## src/sv/ptfm_pkg.sv

```systemverilog
// shared types and constants for the page table frame manager
// no dependencies; imported by every module of the block
`timescale 1ns / 1ps
`default_nettype none

package ptfm_pkg;

  localparam int PAGES   = 1024;
  localparam int PAGE_W  = 10;
  localparam int FRAMES  = 256;
  localparam int FRAME_W = 8;
  localparam int CAP_W   = 9;
  localparam int TIME_W  = 32;
  localparam int FLAG_W  = 3;

  localparam logic [CAP_W-1:0] CAP_RESET = 9'd256;

  // flag bit positions inside an entry
  localparam int FLAG_VALID  = 0;
  localparam int FLAG_DIRTY  = 1;
  localparam int FLAG_SECOND = 2;

  localparam logic [FLAG_W-1:0] LOAD_FLAGS = 3'b101;

  typedef enum logic [2:0] {
    CMD_READ       = 3'd0,
    CMD_PLACE      = 3'd1,
    CMD_REPLACE    = 3'd2,
    CMD_TOUCH      = 3'd3,
    CMD_SET_VALID  = 3'd4,
    CMD_SET_DIRTY  = 3'd5
  } cmd_t;

  typedef struct packed {
    logic [FRAME_W-1:0] frame;
    logic [FLAG_W-1:0]  flags;
    logic [TIME_W-1:0]  load_stamp;
    logic [TIME_W-1:0]  use_stamp;
  } entry_t;

  typedef struct packed {
    cmd_t               cmd;
    logic [PAGE_W-1:0]  page;
    logic [PAGE_W-1:0]  victim;
    logic               flag;
    logic [TIME_W-1:0]  stamp;
    logic               place_ok;
    logic [FRAME_W-1:0] place_frame;
  } op_t;

endpackage

`default_nettype wire

```

## src/sv/ptfm_front.sv

```systemverilog
// front end: takes items, holds capacity and frame allocation counter
// depends on ptfm_pkg
`timescale 1ns / 1ps
`default_nettype none

module ptfm_front (
  input  wire logic                        clk,
  input  wire logic                        rst,
  input  wire logic                        in_valid,
  output logic                             in_stall,
  input  wire logic [2:0]                  command,
  input  wire logic [ptfm_pkg::PAGE_W-1:0] page,
  input  wire logic [ptfm_pkg::PAGE_W-1:0] victim_page,
  input  wire logic                        flag_value,
  input  wire logic [ptfm_pkg::TIME_W-1:0] current_time,
  input  wire logic                        cfg_wr_en,
  input  wire logic [ptfm_pkg::CAP_W-1:0]  cfg_wr_data,
  input  wire logic                        clearing,
  input  wire logic                        q_full,
  output logic                             q_push,
  output ptfm_pkg::op_t                    q_data
);
  import ptfm_pkg::*;

  logic [CAP_W-1:0] capacity;
  logic [CAP_W-1:0] occupied;
  logic [CAP_W-1:0] cap_eff;
  logic             place_ok;
  cmd_t             cmd;

  assign cmd      = cmd_t'(command);
  assign cap_eff  = (capacity > CAP_W'(FRAMES)) ? CAP_W'(FRAMES) : capacity;
  assign place_ok = occupied < cap_eff;
  assign in_stall = clearing || q_full;
  assign q_push   = in_valid && !in_stall;

  always_comb begin
    q_data.cmd         = cmd;
    q_data.page        = page;
    q_data.victim      = victim_page;
    q_data.flag        = flag_value;
    q_data.stamp       = current_time;
    q_data.place_ok    = place_ok;
    q_data.place_frame = occupied[FRAME_W-1:0];
  end

  // frames are handed out in order, decided here so the back needs no counter
  always_ff @(posedge clk) begin
    if (rst) begin
      capacity <= CAP_RESET;
      occupied <= '0;
    end else begin
      if (cfg_wr_en) begin
        capacity <= cfg_wr_data;
      end
      if (q_push && cmd == CMD_PLACE && place_ok) begin
        occupied <= occupied + CAP_W'(1);
      end
    end
  end

endmodule

`default_nettype wire

```

## config.mk

```make
export PLATFORM = sky130hd
export DESIGN_NAME = ptfm_front
export DESIGN_NICKNAME = d
export VERILOG_FILES = /design/src/sv/ptfm_pkg.sv /design/src/sv/ptfm_front.sv
export SDC_FILE = /design/constraint.sdc
export NUM_CORES = 1
export LEC_CHECK = 0
export BUFFER_PORTS_ARGS = -buffer_cell sky130_fd_sc_hd__buf_2
export CAP_MARGIN = 30
export CORE_ASPECT_RATIO = 1.2
export CORE_UTILIZATION = 41
export DETAILED_ROUTE_END_ITERATION = 16
export PLACE_DENSITY = 0.91
export SLEW_MARGIN = 20
export SYNTH_ARGS = -nofsm -noshare
export SYNTH_HDL_FRONTEND = slang
export SYNTH_SLANG_ARGS = --single-unit
```

## constraint.sdc

```tcl
create_clock -name clk -period 4 [get_ports clk]
set_input_delay 0.8 -clock clk [delete_from_list [all_inputs] [get_ports clk]]
set_output_delay 0.8 -clock clk [all_outputs]
set_load 0.02 [all_outputs]
```

Word level (Yosys, flattened, before mapping)

Index checks and enable logic that the tools add are counted.

Reductions and logical operators: 5
Equality and inequality tests: 1
Add/subtract/negate cells: 1
Divide/modulo/power cells: 0
Mux-type cells: 1
Bitwise operators: 0
Multiply operators: 0
$lt $le $gt $ge: 2
Shifts and indexed selects: 0

Operator list:

| operator                                                              | count |
|---|---|
| 9-bit by 1-bit adder with 9-bit output, second input constant         | 1 |
| 9-bit > comparator, second input constant                             | 1 |
| 9-bit less-than comparator                                            | 1 |
| 9-bit 2-to-1 mux                                                      | 1 |
| 3-bit by 1-bit equality test with 1-bit output, second input constant | 1 |
| 1-bit logical AND                                                     | 3 |
| 1-bit zero test                                                       | 1 |
| 1-bit logical OR                                                      | 1 |

ROM bits: 0
Output and inout port bits: 67
Bits in latches: 0
Bits of input ports: 71
Bits in registers: 18
Memory bits (writable): 0
Memories kept: 0
Word-level logic and storage cells: 12

Depth between registers and ports, before layout

Gate-level depths: netlist (run 1).

Depth in word-level cells: 5
Depth in mapped cells: 7
Mapped depth without buffers: 7

Worst setup path after synthesis (run 1)

No wires, ideal clock.

Path type: register to output
Start point: register capacity[8]
End point: output q_data[8] (netlist bit)
Path slack: 1638 ps
Buffers on the path: 1
Stages on the path, launching flop included: 7
Arrival: 1562 ps
Data required time: 3200 ps
Path through: dfxtp_1 > clkinv_1 > ha_1 > o21ai_0 > o21bai_1 > a21oi_1 > buf_4

Word-level cells in the longest chain between the ends: 3

RTL lines:

| element                        | line             | text |
|---|---|---|
| from (decl)                    | ptfm_front.sv:25 | `logic [CAP_W-1:0] capacity;` |
| from (signal assigned)         | ptfm_front.sv:54 | `capacity <= cfg_wr_data;` |
| 9-bit > comparator             | ptfm_front.sv:32 | `assign cap_eff = (capacity > CAP_W'(FRAMES)) ? CAP_W'(FRAMES) : capacity;` |
| 9-bit 2-to-1 mux (*)           | ptfm_front.sv:32 |  |
| 9-bit less-than comparator (*) | ptfm_front.sv:33 | `assign place_ok = occupied < cap_eff;` |
| to (decl)                      | ptfm_front.sv:21 | `output ptfm_pkg::op_t q_data` |

Every way passes the cells marked *; elsewhere a longest branch is shown, timed or not.

==> results of run 1 <==
==> routing by layer <==
metal  global-route usage  up-vias
met5                    0        -
met4                0.106        0
met3               0.0336       23
met2                0.231       57
met1                0.142      457
li1                     -      483
==> cell type report <==
| class | instances | share of cell area |
|---|---|---|
| clock buffer | 4 | 0.0412 |
| inverter | 4 | 0.0112 |
| multi-input combinational | 90 | 0.513 |
| sequential | 18 | 0.270 |
| tap | 52 | 0.0487 |
| timing repair buffer | 31 | 0.116 |
==> cell families after synthesis <==
family                     after synthesis  share of synthesized area
muxes                                   17                      0.115
and+or+nand+nor                         48                      0.156
adders and majority gates                9                     0.0720
DFF                                     18                      0.230
AOI/OAI and AO/OA                       16                     0.0944
buffers and inverters                   73                      0.332
==> cell usage in the layout, fill, tap and decap left out, types with 2 or more instances in the layout <==
cell type,instances
nor2_1,16
a2111oi_1,6
nand3_1,5
nor2b_1,7
dfxtp_1,18
o21ai_0,2
nor3b_2,2
clkbuf_8,4
nand4_1,2
a211oi_1,2
buf_2,31
ha_1,9
mux2_2,2
nand2_1,11
inv_1,3
mux2_1,6
mux2i_1,9
==> worst max-delay path, delay by kind of cell, from the launching register on <==
kind	cells	cell delay (ps)
AOI/OAI and AO/OA	3	720
buffers and inverters	2	410
DFF	1	360
adders and majority gates	1	230
and+or+nand+nor	1	120
==> registers in the layout, summed over array words and instances (netlist names) <==
name and cells:
capacity 9, occupied 9
==> power by group through the flow <==
stage / combinational [mW] / clock (mW) / sequential [mW]
after floorplan: 0.112 / 0 / 0.191
after global routing: 0.0526 / 0.163 / 0.189
after global placement: 0.0455 / 0 / 0.192
after CTS: 0.0475 / 0.155 / 0.188
after detailed placement: 0.0476 / 0 / 0.192
final: 0.0470 / 0.149 / 0.188
==> through the flow <==
step	instances	utilization	instance area [sq um]	setup WS [ps]	power, mW
final	199	0.367	1340	1090	0.384
after global routing	199	0.367	1340	897	0.404
after CTS	199	0.367	1340	1090	0.391
after detailed placement	195	0.352	1280	1390	0.240
after global placement	195	0.352	1280	1460	0.238
after floorplan	181	-	1560	1640	0.303
==> path summary, 6_finish.rpt <==
| kind | depth (start not counted) | slack [ps] | to |
|---|---|---|---|
| worst max-delay path | 7 | 1090 | q_data[8] |
| worst max register to register | 7 | 1570 | occupied[4] |
| worst min register to register | 2 | 500 | capacity[0] |
| worst min-delay path | 2 | 500 | capacity[0] |
==> impl_results.md, run 1 <==
- Status: completed
- Worst Max-Slew Pin Slew: 641 ps
- Die Y: 69.7 um
- Largest net degree at the start of global routing: 26
- Wire length on met3: 293 um
- Seq pwr share: 0.490
- Vias in the first global route: 946
- Hold slack: 498 ps
- Syn Inst Count: 181
- DR DRC count: 0
- Post-DP HPWL: 2.23 mm
- Max-slew violation count: 0
- Root buffer cell: clkbuf_8
- Fmax: 0.344 GHz
- Register area share after synthesis: 0.230
- First-pass iteration count of the detailed router: 4
- Commonest cells in the netlist: buf_4 (65), dfxtp_1 (18), nor2_1 (16), nand2_1 (11)
- Sw frac: 0.240
- Leak: 0.588 nW
- Peak fanout along the critical path: 9
- Critical Path AT: 2110 ps
- Layout cells sized above 1: 0.293
- Area Overhead vs Synth: -14.6%
- Setup TNS: 0 ps
- Yosys cell types: 31
- Worst EP required: 3200 ps
- Clk buf depth: 2
- CP startpoint kind: flop
- Ant diodes: 0
- Initial core utilization: 0.430
- Layout Skew: 1.24 ps
- Die Area: 4070 sq um
- PortBufs: 31
- WL final: 2.77 mm
- Setup Crit Path Kind: flop to primary output
- Final net count: 228
- Initial antenna violation count: 0
- Kind of end point of the critical path: primary output
- Fin crit period: 2910 ps
- Maxcap violations: 0
- Multi-input logic area: 684 sq um
- First-pass GRT wire length: 4.31 mm
- M1 wire length: 1.04 mm
- Post-CTS sizing: 0
- Final setup fails: 0
- Clock sinks: 18
- H-Tree Depth: 1
- Starting DRT DRC Count: 31
- Synthesized area per cell: 8.64 sq um
- Hold WC Path Type: flop to flop
- Count leader, synth: buf_4
- CTS tree: done
- Combinational Power Share: 0.122
- Top layer in use: met4
- Post-DR vias/cell: 5.13
- Ranking of synthesized cells by area: buf_4 (31%), dfxtp_1 (23%), ha_1 (7.2%), mux2i_1 (5.8%), mux2_1 (4.3%)
- Die W: 58.4 um
- Number of buffers created by CTS: 3
- P_sw: 0.0924 mW
- Row Count: 24
- Post-CTS setup buffer count: 0
- Clk Latency, worst-skew pair: 260 ps
- Ports: 138
- Start of the worst register-to-register path: capacity[8]
- Routability cong.: 0.770
- Overflow after GRT: 0
- Post-synth top area share: 0.312
- Cell taking the most area after synthesis: buf_4
- Clock share of power: 0.388
- Hold Startpoint: capacity[0]
- CP max stage cell: dfxtp_1
- CP peak stage delay: 360 ps
- DR vias: 1,020
- Avg WL per Cell: 13.9 um
- Clock slew at reported path FFs: 70 ps
- Start point of the critical path: capacity[8]
- Main synth FF type: dfxtp_1
- Reg area: 360 sq um
- Routed wl met2: 1.30 mm
- RSZ-0062 raised after global routing: false
- Core Box Area: 3630 sq um
- Period Utilization, post-route: 0.726
- Post-synth EDFFs: 0
- Fillcell total: 393
- Worst-path cell chain: clkinv_1 -> nand2_1 -> ha_1 -> a211oi_1 -> o21bai_1 -> a21oi_1 -> buf_2
- Int Power: 0.292 mW
- Peak VDD IR: 136 uV
- Synthesized flop and latch total: 18
- Post-Syn Nets: 261
- Hold Fails Final Rpt: 0
- Mapped Area: 1560 sq um
- All-Layer GR Usage: 0.137
- Remaining antenna violation count: 0
- # hold bufs at CTS: 0
- Worst slew margin: 0.572
- Power Density: 288 nW/um^2
- Synth async-reset ratio: 0
- Synth warn: 0
(Power assumes the default switching activity.)
==> run 2: changes to the inputs <==
CORE_UTILIZATION = 34   (was 41)
PLACE_DENSITY = 0.81   (was 0.91)
clock period = 2.4 ns   (was 4 ns; I/O delays follow)
==> run 2 against run 1 <==
  * Clock skew is 3.0 ps higher
  * Wire length is 8.1% higher
  * Sequential share of layout area is 1.6 points lower
  * Critical path type unchanged
  * Critical endpoint unchanged
==> impl_results.md, run 2 (synthesis gave the netlist of run 1 again) <==
- Routability cong.: 0.761
- Core Box Area: 4330 sq um
- Ant diodes: 0
- Post-DR vias/cell: 4.99
- First-pass GRT wire length: 4.86 mm
- Remaining antenna violation count: 0
- Largest net degree at the start of global routing: 26
- Post-route design area: 1420 sq um
- First-pass iteration count of the detailed router: 4
- Worst-path cell chain: clkinv_2 -> nand2_1 -> ha_1 -> and4_1 -> a21oi_1 -> buf_4
- Die Area: 4880 sq um
- Kind of end point of the critical path: primary output
- Ports: 138
- Overflow after GRT: 0
- Setup Crit Path Kind: flop to primary output
- Max-slew violation count: 0
- Maxcap violations: 0
- PortBufs: 31
- Hold Fails Final Rpt: 0
- Power Total: 0.655 mW
- P_sw: 0.161 mW
- Root buffer cell: clkbuf_8
- Commonest non-fill, non-tap cells in the layout: buf_2 (30), dfxtp_1 (18), nor2_1 (16)
- Sw frac: 0.246
- CTS tree: done
- Final setup fails: 0
- Worst slew margin: 0.711
- DP Worst Slack: 9.67 ps
- Critical Path AT: 1870 ps
- Worst EP required: 1920 ps
- Power Density: 462 nW/um^2
- WL final: 2.99 mm
- CP peak stage delay: 480 ps
- WHS Endpoint: capacity[8]
- DR vias: 1,042
- Setup TNS: 0 ps
- CP startpoint kind: flop
- Start of the worst register-to-register path: capacity[8]
- CP max stage cell: and4_1
- Post-DP HPWL: 2.28 mm
- Fmax: 0.426 GHz
- GR met2 Demand/Resource: 0.211
- Initial antenna violation count: 0
- Period Utilization, post-route: 0.978
- Worst Max-Slew Pin Slew: 434 ps
- Vias in the first global route: 994
- R2r worst-path depth: 8
- Crit Reg-Reg Endpoint: occupied[4]
- Starting DRT DRC Count: 32
- Int Power: 0.494 mW
- Initial core utilization: 0.361
- Seq pwr share: 0.479
- Register-to-Register Setup Slack: 120 ps
- Combinational Power Share: 0.139
- Cell family with most CP delay: simple AND/OR/NAND/NOR gates
- Worst Path Buf+Inv: 2
- Leak: 0.630 nW
- Row Count: 26
- Levels on crit path: 6
- Final net count: 234
- Clock share of power: 0.382
- GR Layer Usage met3: 0.0329
- Die W: 63.9 um
- Hold Startpoint: cfg_wr_data[8]
- Hold WC Path Type: input pin to flop
- Status: completed
- Clk buf depth: 2
- Layout Skew: 4.19 ps
- Most common cell after layout, fill and taps aside: buf_2
- Area Overhead vs Synth: -9.36%
- All-Layer GR Usage: 0.129
- Layout cells sized above 1: 0.366
- Peak VDD IR: 297 uV
- Avg WL per Cell: 14.3 um
- Gr busiest metal: met2
- Regs by FF count: capacity: 9 flops, occupied: 9 flops
- H-Tree Depth: 1
- Number of buffers created by CTS: 3
- Post-DP Area: 1300 sq um
- Peak fanout along the critical path: 9
- Die Y: 76.3 um
- DR DRC count: 0
- Setup ws final: 52.2 ps
- Fin crit period: 2350 ps
- Met1 GRT Util: 0.138
- Clock slew at reported path FFs: 70 ps
- RSZ-0062 raised after global routing: true
- Min-Delay Path Depth: 3
- Clk Latency, worst-skew pair: 260 ps
- Clock sinks: 18
[run 2: changes by cell type in the layout (fill, tap and decap cells not counted), sizes merged]
cell | before | now
buf | 31 | 37
[run 2: power groups by stage]
stage	Clock (mW)	Combinational, mW	Sequential (mW)
global route	0.275	0.100	0.314
finish	0.250	0.0910	0.313
global placement	0	0.0775	0.320
CTS	0.263	0.0878	0.313
floorplan	0	0.187	0.319
detailed placement	0	0.0799	0.320
[run 2: worst reg2reg max path: cells and delay by family, from the launching register on]
kind / cells / cell delay, ps
adders and majority gates: 1 / 240
muxes: 1 / 370
and+or+nand+nor: 1 / 90
DFF: 1 / 360
AOI/OAI and AO/OA: 3 / 780
buffers and inverters: 2 / 330
[run 2: what timing repair did]
item,4_1_cts,5_1_grt
pin swaps,2,0
buffers inserted,4,0
hold buffers,0,0
setup endpoints to repair,4,7
resized for setup,2,7
[run 2: final cells by class]
class | count | area, sq um
Fill cell | 463 | 2910
Multi-Input combinational cell | 90 | 713
Sequential cell | 18 | 360
Timing Repair Buffer | 37 | 203
Tap cell | 56 | 70.1
Clock buffer | 4 | 55.1
Inverter | 4 | 16.3
[run 2: worst max-delay path by stage]
stage	startpoint	slack (ps)	to
floorplan	capacity[8]	260	occupied[4]
global placement	capacity[8]	110	q_data[8]
detailed placement	capacity[8]	10	occupied[3]
CTS	capacity[8]	50	q_data[8]
global route	capacity[8]	-30	occupied[4]
finish	capacity[8]	50	q_data[8]
[run 2: routing by layer]
metal / wire, um / vias up
met1: 1170 / 476
met3: 283 / 25
li1: - / 493
met4: 157 / 0
met2: 1380 / 48
met5: 0 / -
[run 2: stage by stage]
| stage | hold slack (ps) | utilization | instances |
|---|---|---|---|
| 2_1_floorplan | 450 | - | 181 |
| 3_3_place_gp | 475 | 0.300 | 201 |
| 3_5_place_dp | 478 | 0.300 | 201 |
| 4_1_cts | 433 | 0.321 | 209 |
| 5_1_grt | 447 | 0.328 | 209 |
| 6_report | 432 | 0.328 | 209 |
