$ cat config.mk
export PLATFORM = sky130hd
export DESIGN_NAME = ptfm_queue
export DESIGN_NICKNAME = d
export VERILOG_FILES = /design/src/sv/ptfm_pkg.sv /design/src/sv/ptfm_queue.sv
export SDC_FILE = /design/constraint.sdc
export NUM_CORES = 1
export LEC_CHECK = 0
export BUFFER_PORTS_ARGS = -buffer_cell sky130_fd_sc_hd__buf_2
export CAP_MARGIN = 20
export CORE_UTILIZATION = 48
export DETAILED_ROUTE_END_ITERATION = 6
export PLACE_DENSITY_LB_ADDON = 0.12
export SYNTH_ARGS = -nofsm -noshare
export SYNTH_HDL_FRONTEND = slang
export SYNTH_SLANG_ARGS = --single-unit
$ cat constraint.sdc
create_clock -name clk -period 6 [get_ports clk]
set_input_delay 0.6 -clock clk [delete_from_list [all_inputs] [get_ports clk]]
set_output_delay 0.6 -clock clk [all_outputs]
set_load 0.02 [all_outputs]
$ cat src/sv/ptfm_pkg.sv
// shared types and constants for the page table frame manager
// no dependencies; imported by every module of the block
`timescale 1ns / 1ps
`default_nettype none

package ptfm_pkg;

  localparam int PAGES   = 1024;
  localparam int PAGE_W  = 10;
  localparam int FRAMES  = 256;
  localparam int FRAME_W = 8;
  localparam int CAP_W   = 9;
  localparam int TIME_W  = 32;
  localparam int FLAG_W  = 3;

  localparam logic [CAP_W-1:0] CAP_RESET = 9'd256;

  // flag bit positions inside an entry
  localparam int FLAG_VALID  = 0;
  localparam int FLAG_DIRTY  = 1;
  localparam int FLAG_SECOND = 2;

  localparam logic [FLAG_W-1:0] LOAD_FLAGS = 3'b101;

  typedef enum logic [2:0] {
    CMD_READ       = 3'd0,
    CMD_PLACE      = 3'd1,
    CMD_REPLACE    = 3'd2,
    CMD_TOUCH      = 3'd3,
    CMD_SET_VALID  = 3'd4,
    CMD_SET_DIRTY  = 3'd5
  } cmd_t;

  typedef struct packed {
    logic [FRAME_W-1:0] frame;
    logic [FLAG_W-1:0]  flags;
    logic [TIME_W-1:0]  load_stamp;
    logic [TIME_W-1:0]  use_stamp;
  } entry_t;

  typedef struct packed {
    cmd_t               cmd;
    logic [PAGE_W-1:0]  page;
    logic [PAGE_W-1:0]  victim;
    logic               flag;
    logic [TIME_W-1:0]  stamp;
    logic               place_ok;
    logic [FRAME_W-1:0] place_frame;
  } op_t;

endpackage

`default_nettype wire

$ cat src/sv/ptfm_queue.sv
// two-entry queue of classified items between front and back
// depends on ptfm_pkg
`timescale 1ns / 1ps
`default_nettype none

module ptfm_queue (
  input  wire logic          clk,
  input  wire logic          rst,
  input  wire logic          push,
  input  wire ptfm_pkg::op_t push_data,
  input  wire logic          pop,
  output ptfm_pkg::op_t      head,
  output logic               full,
  output logic               empty
);
  import ptfm_pkg::*;

  op_t        slots [2];
  logic       wr_ptr;
  logic       rd_ptr;
  logic [1:0] count;

  assign full  = count == 2'd2;
  assign empty = count == 2'd0;
  assign head  = slots[rd_ptr];

  always_ff @(posedge clk) begin
    if (push) begin
      slots[wr_ptr] <= push_data;
    end
  end

  always_ff @(posedge clk) begin
    if (rst) begin
      wr_ptr <= 1'b0;
      rd_ptr <= 1'b0;
      count  <= '0;
    end else begin
      if (push) begin
        wr_ptr <= ~wr_ptr;
      end
      if (pop) begin
        rd_ptr <= ~rd_ptr;
      end
      if (push && !pop) begin
        count <= count + 2'd1;
      end else if (pop && !push) begin
        count <= count - 2'd1;
      end
    end
  end

endmodule

`default_nettype wire

# --- Word-level counts from Yosys, hierarchy flattened ---
# Memory sizes are Yosys's and may differ from the RTL's. A register that Yosys moved wholly into a read port is not among the register bits.
# Index checks and enable logic that the tools add are counted.
op_classes:
  addsub: 2
  n_eq_ne: 1
  mux: 6
  bitwise_logic: 2
  n_reduce_logical: 6
op_table:
  columns: ["cell", "n"]
  rows:
  - ["2-to-1 mux 1 bit", 4]
  - ["2-to-1 mux 2 bit", 2]
  - ["adder 2 x 1 -> 2 bit (second input constant)", 1]
  - ["equality test 2 bit (second input constant)", 1]
  - ["logical AND 1 bit", 2]
  - ["zero test 1 bit", 2]
  - ["zero test 2 bit", 1]
  - ["inverter 1 bit", 2]
  - ["nonzero test 2 bit", 1]
  - ["subtractor 2 x 1 -> 2 bit (second input constant)", 1]
totals:
  ff_bits: 4
  ram_bits: 130
  input_bits: 69
  out_inout_bits: 67
  word_cells: 21
  n_memories: 1
mem_list:
  columns: ["name", "depth", "word_bits", "read_ports", "rd_ports_with_merged_regs", "write_ports", "line_no", "text"]
  rows:
  - ["slots", 2, 65, 1, 1, 1, "ptfm_queue.sv:18", "op_t slots [2];"]

# --- Logic depth before layout (Yosys ltp) ---
# Gate-level depths: netlist of the first run.
logic_depth:
  word_depth: 4
  depth_mapped: 5
  mapped_depth_nobuf: 5

# --- Least setup slack after synthesis of the first run ---
# Ideal clock, no wire load.
synth_timing:
  kind: "in2reg"
  start: "input push"
  end: "memory slots[0][0] (netlist name), enable pin"
  setup_ns: 0.496
  t_arrival_ns: 3.457
  required_ns: 5.504
  path_slack_ns: 2.047
  stages: 1
  path_buffers: 0
  path_cell_list: "nor2b_1"
synth_between:
  elab_chain_cells: 2
synth_lines:
  columns: ["element", "line_no", "text"]
  rows:
  - ["start, declared", "ptfm_queue.sv:9", "input wire logic push,"]
  - ["2-to-1 mux 1 bit", "ptfm_queue.sv:28", "if (push) begin"]
  - ["2-to-1 mux 1 bit (implied by the code)", "ptfm_queue.sv:29", "slots[wr_ptr] <= push_data;"]
  - ["end, declared", "ptfm_queue.sv:18", null]
# Every way passes these cells.

==> results by group, run 1 <==
Floorplanning
  – Std-Cell Rows: 36
  – Initial core utilization: 0.4980
  – Chip width: roughly 100 µm
  – Core Footprint: 0.009864 mm²
  – Die ar.: 0.01064 mm²
  – Top Ports: roughly 140
  – Die height: 103.2 µm

Power and ir drop
  – Seq pwr share: 0.475
  – Switching share of total power: 0.2256
  – PD cells: 373.9 mW/mm²
  – Pint: between 1.5 and 2 mW
  – Leak: 2.393 nW
  – Max IR drop VDD: around 200 µV
  – Gate power share: 0.106
  – NetSw: approximately 530 µW
  – Clock network power share: 0.419

Synthesis
  – Post-synthesis sequential area ratio: 0.8151
  – Syn Std Cell Area: ~0.0049 mm²
  – Post-synth top area share: 0.7947
  – Top cells by area, synth: edfxtp_1, mux2_2, dfxtp_1
  – Post-synth top area cell: edfxtp_1
  – Post-synth cell types: 17
  – Syn. warnings: 0
  – Syn_area_per_cell: 21.93 µm²
  – Cell count after synthesis: 224
  – Syn_nets: 294
  – Yosys reg bits: 135

Finish
  – FILL cells: approximately 730
  – Ratio of cells with drive above 1 in the final layout: 0.6176
  – Nets: 444
  – Area grow syn2layout: 28.63%
  – Commonest non-fill, non-tap cell in the layout: buf_2
  – Antenna diodes: 0
  – Most frequent cells in the layout: buf_2, edfxtp_1, mux2_2

Min path
  – Hold Startpoint: push_data[1]
  – Hold endpoint: slots[0][1]
  – Worst Hold Class: primary input to flop
  – Hold path depth: 1

Setup path
  – Largest stage delay on the critical path: between 0.8 and 0.9 ns
  – FF-to-FF path depth: 2
  – R2R Path Start: wr_ptr
  – Critical path data required time: 5.40 ns
  – FF-to-FF setup slack: between 3 and 4 ns
  – Crit path DAT: 2.48 ns
  – Critical-path cell list: buf_4 > mux2_2 > buf_2
  – Startpoint Class: flop
  – Max FO, Critical Path: 35
  – Setup Crit Path Kind: flop to output pin
  – Crit path max-delay cell type: dfxtp_2
  – Critical path capture point type: output pin
  – Critical path's top delay family: flip-flops
  – Reg2reg end: slots[1][19]
  – CP bufs+invs: 2

Timing
  – Final setup viols: 0
  – RSZ-0062 raised after global routing: no
  – Tmin final: 3.075 ns
  – Max-slew violations: 0
  – Hold Slack: 0.2724 ns
  – Hold Fails Final Rpt: 0
  – Fmax: 0.3252 GHz
  – Worst-margin pin slew: 0.9351 ns
  – Clock Skew: 0.006539 ns
  – Relative slew margins: 0.3753
  – Tcrit/Tclk final: 0.5125
  – Final setup TNS: 0 ns

Global route
  – Gr ovfl total: 0
  – Initial antenna violation count: 0
  – Global-route total usage across every layer: 0.1588
  – Vias in the first global route: 2483
  – First-pass GRT wire length: 11800 µm
  – Largest net degree at the start of global routing: 36

Routing
  – Post-DR wirelength/cell: 15.63 µm
  – DR iter-0 viols: 71
  – Drt total wl: 8126 µm
  – DRT antenna net count: 0
  – Vias: 2496
  – Drt pass-1 iters: 5
  – Vias/cell: approximately 4.8
  – DRC: 0

CTS
  – Postcts setup bufs: 0
  – CTS Hold Bufs: 0
  – PostCTS Resize Cnt: 0
  – CTS Buf Count: 17
  – TritonCTS clock tree: yes
  – Clk slew on worst S/H paths: ~0.06 ns
  – Clk buf depth: 2
  – Worst skew pair latency: just over 0.5 ns
  – Root buffer cell: clkbuf_8
  – Clock sinks: between 100 and 150
  – Htree depth: 4

Job
  – Max cap viols: 0

Placement
  – HPWL after DPL: between 5000 and 6000 µm
  – Placer Congestion: 0.6558
  – IO Port Bufs: 135

Run status
  – Status: finished clean
==> power by group through the flow <==
stage,clock [mW],sequential (mW),combinational [mW]
after global placement,0,1.14,0.253
after global routing,1.05,1.13,0.272
after detailed placement,0,1.14,0.255
final,0.990,1.12,0.251
after CTS,1.01,1.12,0.256
after floorplan,0,1.13,0.175
==> worst register-to-register path: cells and delay by family (launching register included) <==
| kind | cells | cell delay, ns |
|---|---|---|
| simple gates | 1 | 0.69 |
| flops | 1 | 0.41 |
| buf+inv | 1 | 0.55 |
==> worst max path at each step <==
stage                     from           to  slack (ns)  cells past startpoint
final                     flop     head[41]        2.92                      3
after floorplan           push  slots[0][0]        2.05                      1
after global routing      flop     head[41]        2.76                      3
after global placement    flop     head[40]        3.44                      3
after detailed placement  flop     head[40]        3.42                      3
after CTS                 flop     head[40]        2.85                      3
==> metal layers <==
metal,wire (µm),part of all wire,global-route usage,vias up
li1,-,-,-,1186
met5,0,0,0,-
met3,660,0.081,0.06712,15
met4,156,0.019,0.08451,0
met1,3331,0.41,0.1846,1203
met2,3978,0.49,0.2518,92
==> cell type report <==
class	instances	area [µm²]	share of cell area
Clock buffer	24	544.3	0.08614
Clock inverter	8	56.30	0.008911
Inverter	1	3.754	0.0005941
Multi-Input combinational cell	81	844.6	0.1337
Sequential cell	135	4005	0.6339
Tap cell	133	166.4	0.02634
Timing Repair Buffer	138	698.2	0.1105
==> Yosys cell counts, drive strengths merged <==
| library cell | number |
|---|---|
| edfxtp | 130 |
| or3 | 1 |
| nor2b | 1 |
| dfxtp | 5 |
| and2b | 1 |
| xnor2 | 2 |
| a21oi | 1 |
| nor2 | 5 |
| xor2 | 2 |
| mux2 | 65 |
| o21ai | 1 |
| ha | 1 |
| and2 | 1 |
| inv | 1 |
| buf | 7 |
==> sequential cells by signal, indices dropped and copies added, names as in the netlist, named ones only <==
| name | cells |
|---|---|
| slots | 130 |
| count | 2 |
| rd_ptr | 1 |
| wr_ptr | 1 |
==> through the flow <==
step / total power, mW / cell area (µm²) / utilization / std cells / setup WS [ns]
2_1_floorplan: 1.307 / 4912 / - / 224 / 2.047
3_3_place_gp: 1.392 / 5718 / 0.5797 / 488 / 3.445
3_5_place_dp: 1.397 / 5718 / 0.5797 / 488 / 3.422
4_1_cts: 2.389 / 6319 / 0.6405 / 520 / 2.853
5_1_grt: 2.450 / 6319 / 0.6405 / 520 / 2.757
6_report: 2.363 / 6319 / 0.6405 / 520 / 2.925
==> logic make-up (layout without fill, tap and decap cells) <==
group,Yosys count,count (layout),synth area share
fa+ha+maj,1,1,0.002547
buf+inv,8,171,0.01477
mux,65,65,0.1490
compound gates,2,2,0.002036
xor+xnor,4,4,0.007133
flops,135,135,0.8151
simple gates,9,9,0.009428
Note: power is estimated with default switching activity, not from simulation.
==> run 2, diff against run 1 <==
CORE_UTILIZATION = 47   (was 48)
clock period = 2.8 ns   (was 6 ns; I/O delays follow)
==> results by group, run 2 (synthesized netlist as in run 1, its figures left out) <==
Run status
  – Status: finished clean

Global route
  – Largest net degree at the start of global routing: 39 (+8.3%)
  – Vias in the first global route: 2902 (+17%)
  – Initial antenna violation count: 0 (unchanged)
  – Gr ovfl total: 0 (unchanged)
  – First-pass GRT wire length: 14210 µm (+20%)
  – Global-route total usage across every layer: 0.1774 (+0.01853)

Job
  – Max cap viols: 0 (unchanged)

Finish
  – FILL cells: 665 (-8.4%)
  – Fin cells: 589 (+13%)
  – Area grow syn2layout: 42.23%
  – Final instance area: 0.006987 mm² (+11%)
  – Commonest non-fill, non-tap cell in the layout: buf_2
  – Most frequent cells in the layout: buf_2, edfxtp_1, dlygate4sd3_1
  – Nets: 513 (+16%)
  – Core Util, Final: 0.7019 (+0.06132)
  – Ratio of cells with drive above 1 in the final layout: 0.5154 (-0.1022)
  – Most flops, register: slots
  – Top Registers: slots x130, count x2
  – Antenna diodes: 0 (unchanged)
  – Max reg flops: 130 (unchanged)

Timing
  – Final setup TNS: 0 ns (unchanged)
  – Hold Fails Final Rpt: 0 (unchanged)
  – Setup ws final: 0.5002 ns (-2.425 ns)
  – Tmin final: 2.300 ns
  – Max-slew violations: 0 (unchanged)
  – Fmax: about 0.43 GHz
  – Clock Skew: 0.005219 ns (-0.001320 ns)
  – Tcrit/Tclk final: 0.8214
  – Relative slew margins: 0.5954 (+0.2201)
  – Hold Slack: 0.06944 ns (-0.2030 ns)
  – RSZ-0062 raised after global routing: no
  – Final setup viols: 0 (unchanged)
  – Worst-margin pin slew: 0.6070 ns (-0.3281 ns)

CTS
  – Postcts setup bufs: 0 (unchanged)
  – Htree depth: 4 (unchanged)
  – PostCTS Resize Cnt: 0 (unchanged)
  – CTS Buf Count: 17 (unchanged)
  – Root buffer cell: clkbuf_8
  – TritonCTS clock tree: yes
  – Clock sinks: 135 (unchanged)
  – Clk buf depth: 2 (unchanged)
  – Worst skew pair latency: 0.50 ns (about the same)
  – Clk slew on worst S/H paths: 0.06 ns (about the same)

Setup path
  – Critical path data required time: 2.52 ns (-2.88 ns)
  – Reg2reg end: slots[1][58]
  – FF-to-FF setup slack: 1.39 ns (-2.58 ns)
  – Critical path capture point type: output pin
  – End point of the critical path: head[63]
  – Crit path DAT: 2.02 ns (-0.46 ns)
  – Startpoint Class: flop
  – Max FO, Critical Path: 22 (-37%)
  – Setup Crit Path Kind: flop to output pin
  – FF-to-FF path depth: 2 (unchanged)
  – R2R Path Start: wr_ptr

Power and ir drop
  – Seq pwr share: 0.468 (-0.007)
  – PD cells: 733.8 mW/mm² (+96%)
  – NetSw: 1.134 mW (+110%)
  – Switching share of total power: 0.2211 (-0.004500)
  – Gate power share: 0.124 (+0.018)
  – Clock network power share: 0.408 (-0.011)
  – Pint: 3.993 mW (+120%)
  – Max IR drop VDD: 419.7 µV (+110%)
  – Leak: 2.677 nW (+12%)
  – Tot Pwr: 5.127 mW (+120%)

Routing
  – Post-DR wirelength/cell: 15.40 µm (-1.4%)
  – Drt pass-1 iters: 6 (+1)
  – Vias/cell: 4.688 (-2.3%)
  – DRT antenna net count: 0 (unchanged)
  – DRC: 0 (unchanged)
  – Drt total wl: 9072 µm (+12%)
  – Vias: 2761 (+11%)
  – DR iter-0 viols: 109 (+54%)

Placement
  – Setup Slack @ Placement: 0.9898 ns (-2.432 ns)
  – IO Port Bufs: 135 (unchanged)
  – Dpl cells: 491 (+0.61%)
  – Placed cell area: 0.005766 mm² (+0.83%)
  – HPWL after DPL: 5171 µm (+0.54%)
  – Placer Congestion: 0.6885 (+5.0%)

Floorplanning
  – Core Footprint: 0.009955 mm² (+0.91%)
  – Die height: 104.2 µm (+1.0%)
  – Chip width: 104.2 µm (+1.0%)
  – Initial core utilization: 0.4935 (-0.004507)
  – Die ar.: 0.01086 mm² (+2.1%)
  – Std-Cell Rows: 36 (unchanged)
  – Top Ports: 136 (unchanged)

Min path
  – Worst Hold Class: primary input to flop
[run 2: worst max-delay path: stages, from the launching register on]
cell,delay (ns)
dfxtp_2,0.71
buf_12,0.26
mux2_2,0.37
buf_2,0.16
[run 2: metal layers]
layer	vias to the layer above	GRT usage	wire, µm
met2	91	0.2990	4720
met1	1335	0.2086	3803
met3	9	0.05326	441
li1	1326	-	-
met5	-	0	0
met4	0	0.08265	107
[run 2: area by class of cell]
cell class                      count  area [µm²]  area share
Sequential cell                   135        4005      0.5732
Timing Repair Buffer              207        1406      0.2013
Multi-Input combinational cell     81       844.6      0.1209
Clock buffer                       21       429.2     0.06143
Tap cell                          133       166.4     0.02382
Clock inverter                     11       131.4     0.01880
Inverter                            1       3.754   0.0005372
[run 2: worst min path at each step]
stage | from | end | slack, ns | cells past startpoint
CTS | pop | flop | 0.03 | 3
detailed placement | push_data[2] | slots[1][2] | 0.47 | 1
floorplan | rst | count[1] | 0.35 | 1
finish | pop | flop | 0.07 | 3
global route | pop | flop | 0.05 | 3
global placement | push_data[61] | slots[0][61] | 0.47 | 1
[run 2: power groups by stage]
stage                     Sequential (mW)  Clock [mW]  Combinational, mW
after global placement               2.44           0              0.562
after detailed placement             2.44           0              0.566
after floorplan                      2.42           0              0.375
after global routing                 2.41        2.21              0.679
final                                2.40        2.09              0.634
after CTS                            2.40        2.13              0.642
[run 2: repair_timing]
item | CTS | global route
endpoints found under the hold margin | 134 | 0
hold buffers | 66 | 0
endpoints found under the setup margin | 0 | 0
==> run 3, diff against run 2 <==
CORE_UTILIZATION = 48   (was 47)
clock period = 2.17 ns   (was 2.8 ns; I/O delays follow)
==> results by group, run 3 (synthesized netlist as in run 1, its figures left out) <==
Finish
  – Area grow syn2layout: 42.72%
  – Ratio of cells with drive above 1 in the final layout: 0.5130 (-0.002307)
  – Most flops, register: slots
  – Nets: 517 (+0.78%)
  – Max reg flops: 130 (unchanged)
  – Top Registers: slots x130, count x2
  – Core Util, Final: 0.7107 (+0.008820)
  – Commonest non-fill, non-tap cell in the layout: buf_2
  – Antenna diodes: 0 (unchanged)
  – Fin cells: 593 (+0.68%)
  – Most frequent cells in the layout: buf_2, edfxtp_1, dlygate4sd3_1

Setup path
  – R2R Path Start: wr_ptr
  – FF-to-FF path depth: 2 (unchanged)
  – Critical-path cell list: buf_4 > mux2_2 > buf_2
  – Instance count on the critical path: 3 (unchanged)
  – Startpoint Class: flop
  – FF-to-FF setup slack: 0.78 ns (-0.61 ns)
  – Max FO, Critical Path: 39 (+77%)
  – Reg2reg end: slots[1][20]
  – Largest stage delay on the critical path: 0.42 ns (-0.29 ns)
  – Critical path data required time: 1.95 ns (-0.57 ns)
  – End point of the critical path: head[31]
  – Crit path max-delay cell type: buf_4
  – Critical path's top delay family: buffers and inverters
  – Critical path capture point type: output pin
  – CP bufs+invs: 2 (unchanged)
  – Crit path DAT: 1.83 ns (-0.19 ns)
  – Setup Crit Path Kind: flop to output pin

CTS
  – TritonCTS clock tree: yes
  – PostCTS Resize Cnt: 0 (unchanged)
  – CTS Hold Bufs: 69 (+4.5%)
  – Worst skew pair latency: 0.50 ns (about the same)
  – Clock sinks: 135 (unchanged)
  – CTS Buf Count: 17 (unchanged)
  – Clk slew on worst S/H paths: 0.06 ns (about the same)
  – Postcts setup bufs: 0 (unchanged)
  – Htree depth: 4 (unchanged)
  – Clk buf depth: 2 (unchanged)
  – Root buffer cell: clkbuf_8

Routing
  – Met2 WL: 4703 µm (-0.36%)
  – Highest Signal Layer: met4
  – DRT antenna net count: 0 (unchanged)
  – Post-DR wirelength/cell: 14.96 µm (-2.9%)
  – DRC: 0 (unchanged)
  – Vias/cell: 4.727 (+0.84%)
  – Vias: 2803 (+1.5%)
  – Drt total wl: 8873 µm (-2.2%)
  – Drt pass-1 iters: 4 (-2)
  – DR iter-0 viols: 79 (-28%)
  – Wl on met1: 3493 µm (-8.2%)
  – DR WL met3: 550 µm (+25%)

Global route
  – Vias in the first global route: 2899 (-0.10%)
  – Initial antenna violation count: 0 (unchanged)
  – Largest net degree at the start of global routing: 40 (+2.6%)
  – First-pass GRT wire length: 13190 µm (-7.2%)
  – Global-route total usage across every layer: 0.1736 (-0.003775)
  – Gr ovfl total: 0 (unchanged)

Floorplanning
  – Top Ports: 136 (unchanged)
  – Initial core utilization: 0.4980 (+0.004507)
  – Die ar.: 0.01064 mm² (-2.0%)
  – Die height: 103.2 µm (-1.0%)
  – Chip width: 103.2 µm (-1.0%)
  – Std-Cell Rows: 36 (unchanged)
  – Core Footprint: 0.009864 mm² (-0.91%)

Timing
  – Relative slew margins: 0.6663 (+0.07092)
  – Max-slew violations: 0 (unchanged)
  – Worst-margin pin slew: 0.5006 ns (-0.1064 ns)
  – Hold Fails Final Rpt: 0 (unchanged)
  – Final setup viols: 0 (unchanged)
  – Final setup TNS: 0 ns (unchanged)
  – Tmin final: around 2.1 ns
  – RSZ-0062 raised after global routing: no
  – Fmax: 0.4878 GHz
  – Tcrit/Tclk final: 0.9448
  – Setup ws final: 0.1198 ns (-0.3804 ns)
  – Clock Skew: 0.004896 ns (-0.0003227 ns)

Power and ir drop
  – Tot Pwr: 6.580 mW (+28%)
  – Leak: 2.697 nW (+0.77%)
  – Max IR drop VDD: 546.9 µV (+30%)
  – PD cells: 938.6 mW/mm² (+28%)

Placement
  – Placer Congestion: 0.6450 (-6.3%)
  – HPWL after DPL: 5205 µm (+0.66%)
  – IO Port Bufs: 135 (unchanged)
  – Dpl cells: 492 (+0.20%)
  – Setup Slack @ Placement: 0.6162 ns (-0.3736 ns)

Run status
  – Status: finished clean

Min path
  – Worst Hold Class: primary input to flop

Job
  – Max cap viols: 0 (unchanged)
-- run 3: worst register-to-register path, delay by kind of cell, from the launching register on --
kind | cells | cell delay [ns]
buffers and inverters | 1 | 0.27
DFF | 1 | 0.40
and+or+nand+nor | 1 | 0.42
-- run 3: routing by layer --
| metal | vias to the layer above | global-route usage |
|---|---|---|
| met2 | 103 | 0.3082 |
| li1 | 1335 | - |
| met3 | 10 | 0.06102 |
| met5 | - | 0 |
| met4 | 0 | 0.07584 |
| met1 | 1355 | 0.1873 |
-- run 3: worst min-delay path by stage --
stage                             start  depth (start not counted)            to
after floorplan                     rst                          1      count[1]
after global placement    push_data[61]                          1  slots[0][61]
after detailed placement  push_data[61]                          1  slots[1][61]
after CTS                 push_data[61]                          2  slots[0][61]
after global routing       push_data[3]                          2   slots[0][3]
final                      push_data[3]                          2   slots[0][3]
-- run 3: metrics by stage --
| step | hold WS (ns) | cell area [µm²] |
|---|---|---|
| after global placement | 0.4047 | 5762 |
| after global routing | 0.4186 | 7010 |
| final | 0.4363 | 7010 |
| after detailed placement | 0.4077 | 5762 |
| after floorplan | 0.2861 | 4921 |
| after CTS | 0.4141 | 7010 |
-- run 3: area by class of cell --
cell class	instances	area [µm²]
Sequential cell	135	4005
Fill cell	668	2854
Timing Repair Buffer	211	1431
Multi-Input combinational cell	81	845.8
Clock buffer	19	421.7
Tap cell	133	166.4
Clock inverter	13	136.4
Inverter	1	3.754
-- run 3: report_power, final --
group          total, mW  internal, mW  switching [mW]
registers           3.08          3.04          0.0395
logic              0.832         0.382           0.450
clock network       2.67          1.72           0.950
